--- src/design/kvt_pkg.sv ---
// ============================================================================
// kvt_pkg
// Shared types and codes of the key-value table with swap delete.
// ============================================================================
`default_nettype none

package kvt_pkg;

    // One request transaction.
    typedef struct packed {
        logic [1:0]         req_type;
        logic signed [31:0] key;
        logic signed [31:0] value;
    } kvt_req_t;

    // One result transaction.
    typedef struct packed {
        logic [2:0]         status;
        logic signed [31:0] read_value;
    } kvt_resp_t;

    // One stored entry of the table memory.
    typedef struct packed {
        logic [31:0] key;
        logic [31:0] value;
    } kvt_entry_t;

    // Request types.
    localparam logic [1:0] REQ_SET = 2'd0;
    localparam logic [1:0] REQ_GET = 2'd1;
    localparam logic [1:0] REQ_DEL = 2'd2;

    // Result status codes.
    localparam logic [2:0] ST_INSERTED  = 3'd0;
    localparam logic [2:0] ST_UNCHANGED = 3'd1;
    localparam logic [2:0] ST_UPDATED   = 3'd2;
    localparam logic [2:0] ST_FOUND     = 3'd3;
    localparam logic [2:0] ST_NOT_FOUND = 3'd4;
    localparam logic [2:0] ST_DELETED   = 3'd5;
    localparam logic [2:0] ST_FULL      = 3'd6;

    // Datapath actions selected by the control word.
    localparam logic [2:0] ACT_NONE      = 3'd0;
    localparam logic [2:0] ACT_LATCH     = 3'd1;
    localparam logic [2:0] ACT_SCAN      = 3'd2;
    localparam logic [2:0] ACT_APPEND    = 3'd3;
    localparam logic [2:0] ACT_UPDATE    = 3'd4;
    localparam logic [2:0] ACT_READ_LAST = 3'd5;
    localparam logic [2:0] ACT_MOVE      = 3'd6;

    // Conditions that the sequencer can test.
    localparam logic [3:0] COND_NEVER     = 4'd0;
    localparam logic [3:0] COND_ALWAYS    = 4'd1;
    localparam logic [3:0] COND_NOT_START = 4'd2;
    localparam logic [3:0] COND_HIT       = 4'd3;
    localparam logic [3:0] COND_SCAN_MORE = 4'd4;
    localparam logic [3:0] COND_NOT_SET   = 4'd5;
    localparam logic [3:0] COND_FULL      = 4'd6;
    localparam logic [3:0] COND_IS_GET    = 4'd7;
    localparam logic [3:0] COND_IS_DEL    = 4'd8;
    localparam logic [3:0] COND_VAL_EQ    = 4'd9;

    localparam int STEP_W = 4;

    // Status flags from the datapath to the sequencer.
    typedef struct packed {
        logic start;
        logic hit;
        logic scan_more;
        logic is_set;
        logic is_get;
        logic is_del;
        logic full;
        logic val_eq;
    } kvt_flags_t;

    // One microcode control word.
    typedef struct packed {
        logic [2:0]        act;
        logic              emit;
        logic [2:0]        status;
        logic [3:0]        br_cond;
        logic [STEP_W-1:0] br_target;
        logic [3:0]        wait_cond;
    } kvt_ctrl_t;

endpackage

`default_nettype wire

--- src/design/kvt_sequencer.sv ---
// ============================================================================
// kvt_sequencer
// Microcode store and step counter that steer the table datapath.
// ============================================================================
`default_nettype none

module kvt_sequencer (
    input  wire logic               clk,
    input  wire logic               rst_n,
    input  wire kvt_pkg::kvt_flags_t flags,
    output kvt_pkg::kvt_ctrl_t      ctrl,
    output logic                    busy
);

    // Program step addresses.
    localparam logic [kvt_pkg::STEP_W-1:0] S_IDLE     = 4'd0;
    localparam logic [kvt_pkg::STEP_W-1:0] S_SCAN     = 4'd1;
    localparam logic [kvt_pkg::STEP_W-1:0] S_MISS     = 4'd2;
    localparam logic [kvt_pkg::STEP_W-1:0] S_INS_CHK  = 4'd3;
    localparam logic [kvt_pkg::STEP_W-1:0] S_APPEND   = 4'd4;
    localparam logic [kvt_pkg::STEP_W-1:0] S_NF       = 4'd5;
    localparam logic [kvt_pkg::STEP_W-1:0] S_FULLR    = 4'd6;
    localparam logic [kvt_pkg::STEP_W-1:0] S_HIT      = 4'd7;
    localparam logic [kvt_pkg::STEP_W-1:0] S_HIT_DEL  = 4'd8;
    localparam logic [kvt_pkg::STEP_W-1:0] S_HIT_SET  = 4'd9;
    localparam logic [kvt_pkg::STEP_W-1:0] S_SET_CHK  = 4'd10;
    localparam logic [kvt_pkg::STEP_W-1:0] S_UPDATE   = 4'd11;
    localparam logic [kvt_pkg::STEP_W-1:0] S_GETR     = 4'd12;
    localparam logic [kvt_pkg::STEP_W-1:0] S_UNCH     = 4'd13;
    localparam logic [kvt_pkg::STEP_W-1:0] S_DEL_RD   = 4'd14;
    localparam logic [kvt_pkg::STEP_W-1:0] S_DEL_WR   = 4'd15;

    // Increment of the step counter.
    localparam logic [kvt_pkg::STEP_W-1:0] STEP_ONE   = 4'd1;

    logic [kvt_pkg::STEP_W-1:0] pc_reg;
    logic [kvt_pkg::STEP_W-1:0] pc_next;
    logic                       br_taken;
    logic                       wait_hold;

    function automatic kvt_pkg::kvt_ctrl_t cw(
        input logic [2:0]                 act,
        input logic                       emit,
        input logic [2:0]                 status,
        input logic [3:0]                 br_cond,
        input logic [kvt_pkg::STEP_W-1:0] br_target,
        input logic [3:0]                 wait_cond
    );
        kvt_pkg::kvt_ctrl_t w;
        w.act       = act;
        w.emit      = emit;
        w.status    = status;
        w.br_cond   = br_cond;
        w.br_target = br_target;
        w.wait_cond = wait_cond;
        return w;
    endfunction

    function automatic logic cond_true(
        input logic [3:0]          code,
        input kvt_pkg::kvt_flags_t f
    );
        logic r;
        case (code)
            kvt_pkg::COND_NEVER:     r = 1'b0;
            kvt_pkg::COND_ALWAYS:    r = 1'b1;
            kvt_pkg::COND_NOT_START: r = !f.start;
            kvt_pkg::COND_HIT:       r = f.hit;
            kvt_pkg::COND_SCAN_MORE: r = f.scan_more;
            kvt_pkg::COND_NOT_SET:   r = !f.is_set;
            kvt_pkg::COND_FULL:      r = f.full;
            kvt_pkg::COND_IS_GET:    r = f.is_get;
            kvt_pkg::COND_IS_DEL:    r = f.is_del;
            kvt_pkg::COND_VAL_EQ:    r = f.val_eq;
            default:                 r = 1'b0;
        endcase
        return r;
    endfunction

    // Program store: one control word per step.
    always_comb
    begin
        case (pc_reg)
            S_IDLE:    ctrl = cw(kvt_pkg::ACT_LATCH, 1'b0, kvt_pkg::ST_NOT_FOUND,
                                 kvt_pkg::COND_NEVER, S_IDLE, kvt_pkg::COND_NOT_START);
            S_SCAN:    ctrl = cw(kvt_pkg::ACT_SCAN, 1'b0, kvt_pkg::ST_NOT_FOUND,
                                 kvt_pkg::COND_HIT, S_HIT, kvt_pkg::COND_SCAN_MORE);
            S_MISS:    ctrl = cw(kvt_pkg::ACT_NONE, 1'b0, kvt_pkg::ST_NOT_FOUND,
                                 kvt_pkg::COND_NOT_SET, S_NF, kvt_pkg::COND_NEVER);
            S_INS_CHK: ctrl = cw(kvt_pkg::ACT_NONE, 1'b0, kvt_pkg::ST_NOT_FOUND,
                                 kvt_pkg::COND_FULL, S_FULLR, kvt_pkg::COND_NEVER);
            S_APPEND:  ctrl = cw(kvt_pkg::ACT_APPEND, 1'b1, kvt_pkg::ST_INSERTED,
                                 kvt_pkg::COND_ALWAYS, S_IDLE, kvt_pkg::COND_NEVER);
            S_NF:      ctrl = cw(kvt_pkg::ACT_NONE, 1'b1, kvt_pkg::ST_NOT_FOUND,
                                 kvt_pkg::COND_ALWAYS, S_IDLE, kvt_pkg::COND_NEVER);
            S_FULLR:   ctrl = cw(kvt_pkg::ACT_NONE, 1'b1, kvt_pkg::ST_FULL,
                                 kvt_pkg::COND_ALWAYS, S_IDLE, kvt_pkg::COND_NEVER);
            S_HIT:     ctrl = cw(kvt_pkg::ACT_NONE, 1'b0, kvt_pkg::ST_NOT_FOUND,
                                 kvt_pkg::COND_IS_GET, S_GETR, kvt_pkg::COND_NEVER);
            S_HIT_DEL: ctrl = cw(kvt_pkg::ACT_NONE, 1'b0, kvt_pkg::ST_NOT_FOUND,
                                 kvt_pkg::COND_IS_DEL, S_DEL_RD, kvt_pkg::COND_NEVER);
            S_HIT_SET: ctrl = cw(kvt_pkg::ACT_NONE, 1'b0, kvt_pkg::ST_NOT_FOUND,
                                 kvt_pkg::COND_NOT_SET, S_NF, kvt_pkg::COND_NEVER);
            S_SET_CHK: ctrl = cw(kvt_pkg::ACT_NONE, 1'b0, kvt_pkg::ST_NOT_FOUND,
                                 kvt_pkg::COND_VAL_EQ, S_UNCH, kvt_pkg::COND_NEVER);
            S_UPDATE:  ctrl = cw(kvt_pkg::ACT_UPDATE, 1'b1, kvt_pkg::ST_UPDATED,
                                 kvt_pkg::COND_ALWAYS, S_IDLE, kvt_pkg::COND_NEVER);
            S_GETR:    ctrl = cw(kvt_pkg::ACT_NONE, 1'b1, kvt_pkg::ST_FOUND,
                                 kvt_pkg::COND_ALWAYS, S_IDLE, kvt_pkg::COND_NEVER);
            S_UNCH:    ctrl = cw(kvt_pkg::ACT_NONE, 1'b1, kvt_pkg::ST_UNCHANGED,
                                 kvt_pkg::COND_ALWAYS, S_IDLE, kvt_pkg::COND_NEVER);
            S_DEL_RD:  ctrl = cw(kvt_pkg::ACT_READ_LAST, 1'b0, kvt_pkg::ST_NOT_FOUND,
                                 kvt_pkg::COND_NEVER, S_IDLE, kvt_pkg::COND_NEVER);
            S_DEL_WR:  ctrl = cw(kvt_pkg::ACT_MOVE, 1'b1, kvt_pkg::ST_DELETED,
                                 kvt_pkg::COND_ALWAYS, S_IDLE, kvt_pkg::COND_NEVER);
            default:   ctrl = cw(kvt_pkg::ACT_NONE, 1'b0, kvt_pkg::ST_NOT_FOUND,
                                 kvt_pkg::COND_ALWAYS, S_IDLE, kvt_pkg::COND_NEVER);
        endcase
    end

    // A taken branch wins; otherwise a true wait condition holds the step.
    always_comb
    begin
        br_taken  = cond_true(ctrl.br_cond, flags);
        wait_hold = cond_true(ctrl.wait_cond, flags);
        if (br_taken)
        begin
            pc_next = ctrl.br_target;
        end
        else if (wait_hold)
        begin
            pc_next = pc_reg;
        end
        else
        begin
            pc_next = pc_reg + STEP_ONE;
        end
    end

    always_ff @(posedge clk or negedge rst_n)
    begin
        if (!rst_n)
        begin
            pc_reg <= S_IDLE;
        end
        else
        begin
            pc_reg <= pc_next;
        end
    end

    assign busy = (pc_reg != S_IDLE);

endmodule

`default_nettype wire

--- config.mk ---
export PLATFORM = sky130hd
export DESIGN_NAME = kvt_sequencer
export DESIGN_NICKNAME = d
export VERILOG_FILES = /design/src/design/kvt_pkg.sv /design/src/design/kvt_sequencer.sv
export SDC_FILE = /design/constraint.sdc
export NUM_CORES = 1
export LEC_CHECK = 0
export ABC_AREA = 0
export ABC_CLOCK_PERIOD_IN_PS = 2650
export BUFFER_PORTS_ARGS = -buffer_cell sky130_fd_sc_hd__buf_2
export CAP_MARGIN = 20
export CORE_UTILIZATION = 45
export CTS_BUF_LIST = sky130_fd_sc_hd__clkbuf_8
export DETAILED_ROUTE_END_ITERATION = 8
export PLACE_DENSITY = 0.75
export SYNTH_ARGS = -nofsm -noshare
export SYNTH_HDL_FRONTEND = slang
export SYNTH_SLANG_ARGS = --single-unit
--- constraint.sdc ---
create_clock -name clk -period 2.65 [get_ports clk]
set_input_delay 0.795 -clock clk [delete_from_list [all_inputs] [get_ports clk]]
set_output_delay 0.795 -clock clk [all_outputs]
set_load 0.03 [all_outputs]
==> summary.md <==
| Metric | Value |
|---|---|
| Antenna cells | 0 |
| Ys async rst share | 100% |
| Setup Fix Bufs, Post-CTS | 0 |
| Std-Cell Rows | 14 |
| Total CTS buffers | 3 |
| RSZ-0062 raised after global routing | no |
| Crit path required time | about 1.9 ns |
| Area grow syn2layout | 23.3% |
| Cts hold-fix bufs | 0 |
| Period utilisation layout | about 97% |
| H-tree Lvls | 1 |
| Status | complete, no violations |
| GRT Total Usage | 21.8% |
| Die area | between 1500 and 2000 µm² |
| Min Tclk post-route | 2.56 ns |
| Total gr overflow | 0 |
| Max Buffers Root-to-Sink | 2 |
| Final setup violation count | 0 |
| Die Ht | around 43 µm |
| Post-Place Worst Slack | between 0.2 and 0.3 ns |
| Slew Limit Fails | 0 |
| Nets | 140 |
| Post-DRT Antenna Nets | 0 |
| PortBufs | 27 |
| Post-DP HPWL | roughly 1.4 mm |
| Synth Register Bits | 4 |
| Initial antenna violation count | 0 |
| PostCTS Resize Cnt | 0 |
| Max Cap Viol | 0 |
| Vias in the first global route | between 600 and 700 |
| Clock sink count | 4 |
| Post-Syn Area per Cell | just over 8 µm² |
| Hold Crit Class | primary input to asynchronous set/reset pin |
| Layout cell share with drive strength beyond 1 | between 40% and 50% |
| Post-Synthesis Cells | between 90 and 100 |
| CTS clk-pin slew, worst paths | 0.03 ns |
| Die width | about 43 µm |
| Max_slew headroom | 60.1% |
| Hold_ws | between 0.3 and 0.4 ns |
| Later-pin clock latency in the skew report | between 0.2 and 0.25 ns |
| Final WS setup | about 0.090 ns |
| Drt first pass iters | 4 |
| Avg WL per Cell | about 13 µm |
| Vias post-DR | slightly above 700 |
| TritonCTS clock tree | done |
| Clock root buffer master | clkbuf_8 |
| Core Area | between 1500 and 2000 µm² |
| Routed wire length | roughly 1.8 mm |
| RePlAce Congestion | around 0.83 |
| Top_reg_cell synth | dfrtp_1 |
| Slew @ Worst Pin | between 0.5 and 0.6 ns |
| Largest net degree at the start of global routing | 19 |
| Fmax | 391 MHz |
| Clock skew | roughly 0.00086 ns |
| Post-synth cell types | 42 |
| Worst-path fanout max | 9 |
| Synthesized cell area | around 760 µm² |
| Initial core utilization | roughly 50% |
| DRC errors left | 0 |
| Largest register FFs | 4 |
| I/O pin cnt | 30 |
| Number of flops mapped to enable cells by yosys | 0 |
| Ys Warns | 0 |
| Data arrival time of the critical path | around 1.8 ns |
| First-pass GRT wire length | about 3.0 mm |
| Setup crit start kind | flop |
| Final setup TNS | 0 ns |
| DR vias/cell | ~5.3 |
| Seq/Total Area, Yosys | a little over an eighth |
| Crit Path Class | flop to primary output |
| Final hold violation count | 0 |
| CP endpoint kind | primary output |
| 1st-iter DRT viols | 11 |
| Final core area utilization | 60.6% |
-- cell type report --
type	instances	area [µm²]
repair buffers	30	158
well taps	16	20.0
inverters	11	41.3
fillers	159	608
flip-flops and latches	4	101
clock buffers	3	41.3
multi-input cells	71	572
-- cells in the final DEF, fill, tap and decap left out, types with 2 or more instances in the layout --
master    count
conb_1        2
nand3_1       2
clkbuf_8      3
buf_2        27
mux2i_1       3
nor2_1        5
a21oi_1       5
nand2b_1      2
ha_1          9
xnor2_1       2
nor3_1        2
inv_1        10
o21ai_0       3
nand2_1       6
mux2_4        4
a21boi_0      2
nor2b_1       3
buf_4         3
dfrtp_1       3
-- metrics by stage --
stage | instances | instance area [µm²]
final | 135 | 933
after global routing | 135 | 933
after CTS | 135 | 932
after detailed placement | 132 | 891
after global placement | 132 | 891
after floorplan | 93 | 761
-- critical path, cell delays in order (launching register included) --
cell and delay, ns:
dfrtp_1 0.38, buf_4 0.18, ha_1 0.26, inv_1 0.10, ha_1 0.14, nor2_1 0.05, a21oi_1 0.19, buf_2 0.24
-- path summary, 6_finish.rpt --
path                                  startpoint               endpoint  slack [ns]  depth (start not counted)
max in group asynchronous                  rst_n  pc_reg[2]$_DFFE_PN0P_        2.15                          1
hold reg to reg            pc_reg[0]$_DFFE_PN0P_  pc_reg[0]$_DFFE_PN0P_        0.79                          3
setup / recovery           pc_reg[1]$_DFFE_PN0P_                ctrl[6]        0.09                          7
min in group clk           pc_reg[0]$_DFFE_PN0P_  pc_reg[0]$_DFFE_PN0P_        0.79                          3
setup reg to reg           pc_reg[0]$_DFFE_PN0P_  pc_reg[2]$_DFFE_PN0P_        0.32                          8
hold / removal                             rst_n  pc_reg[1]$_DFFE_PN0P_        0.37                          1
-- cell families after synthesis --
| logic type | count (synthesis) | synth area share, % |
|---|---|---|
| AO/OA/AOI/OAI | 22 | 22.8 |
| XOR/XNOR | 2 | 2.31 |
| adder cells (fa/ha/maj) | 9 | 14.9 |
| buffers and inverters | 18 | 11.7 |
| flip-flops | 4 | 13.2 |
| multiplexers | 9 | 15.2 |
| other | 1 | 0.495 |
| AND/OR/NAND/NOR | 27 | 19.3 |
-- cell usage after synthesis (all sizes together) (2+ instances only) --
| library cell | n | area, µm² |
|---|---|---|
| xnor2 | 2 | 17.5 |
| nand2b | 2 | 12.5 |
| buf | 6 | 43.8 |
| dfrtp | 4 | 100 |
| mux2 | 5 | 71.3 |
| nor2b | 4 | 27.5 |
| ha | 9 | 113 |
| nand2 | 6 | 22.5 |
| nor2 | 5 | 18.8 |
| o21ai | 6 | 45.0 |
| nor3 | 2 | 10.0 |
| inv | 11 | 41.3 |
| a21boi | 2 | 15.0 |
| a21oi | 6 | 33.8 |
| mux2i | 4 | 43.8 |
| nand3 | 2 | 10.0 |
-- metal layers --
layer	GRT usage (%)	vias up	wire (µm)
li1	-	362	-
met1	26.6	319	741
met2	35.8	32	864
met3	8.51	2	146
met4	5.45	0	24
met5	0	-	0
Power is left out: the tool's default activity adds up to more than one toggle a clock period on the data nets, which glitch-free logic cannot reach.
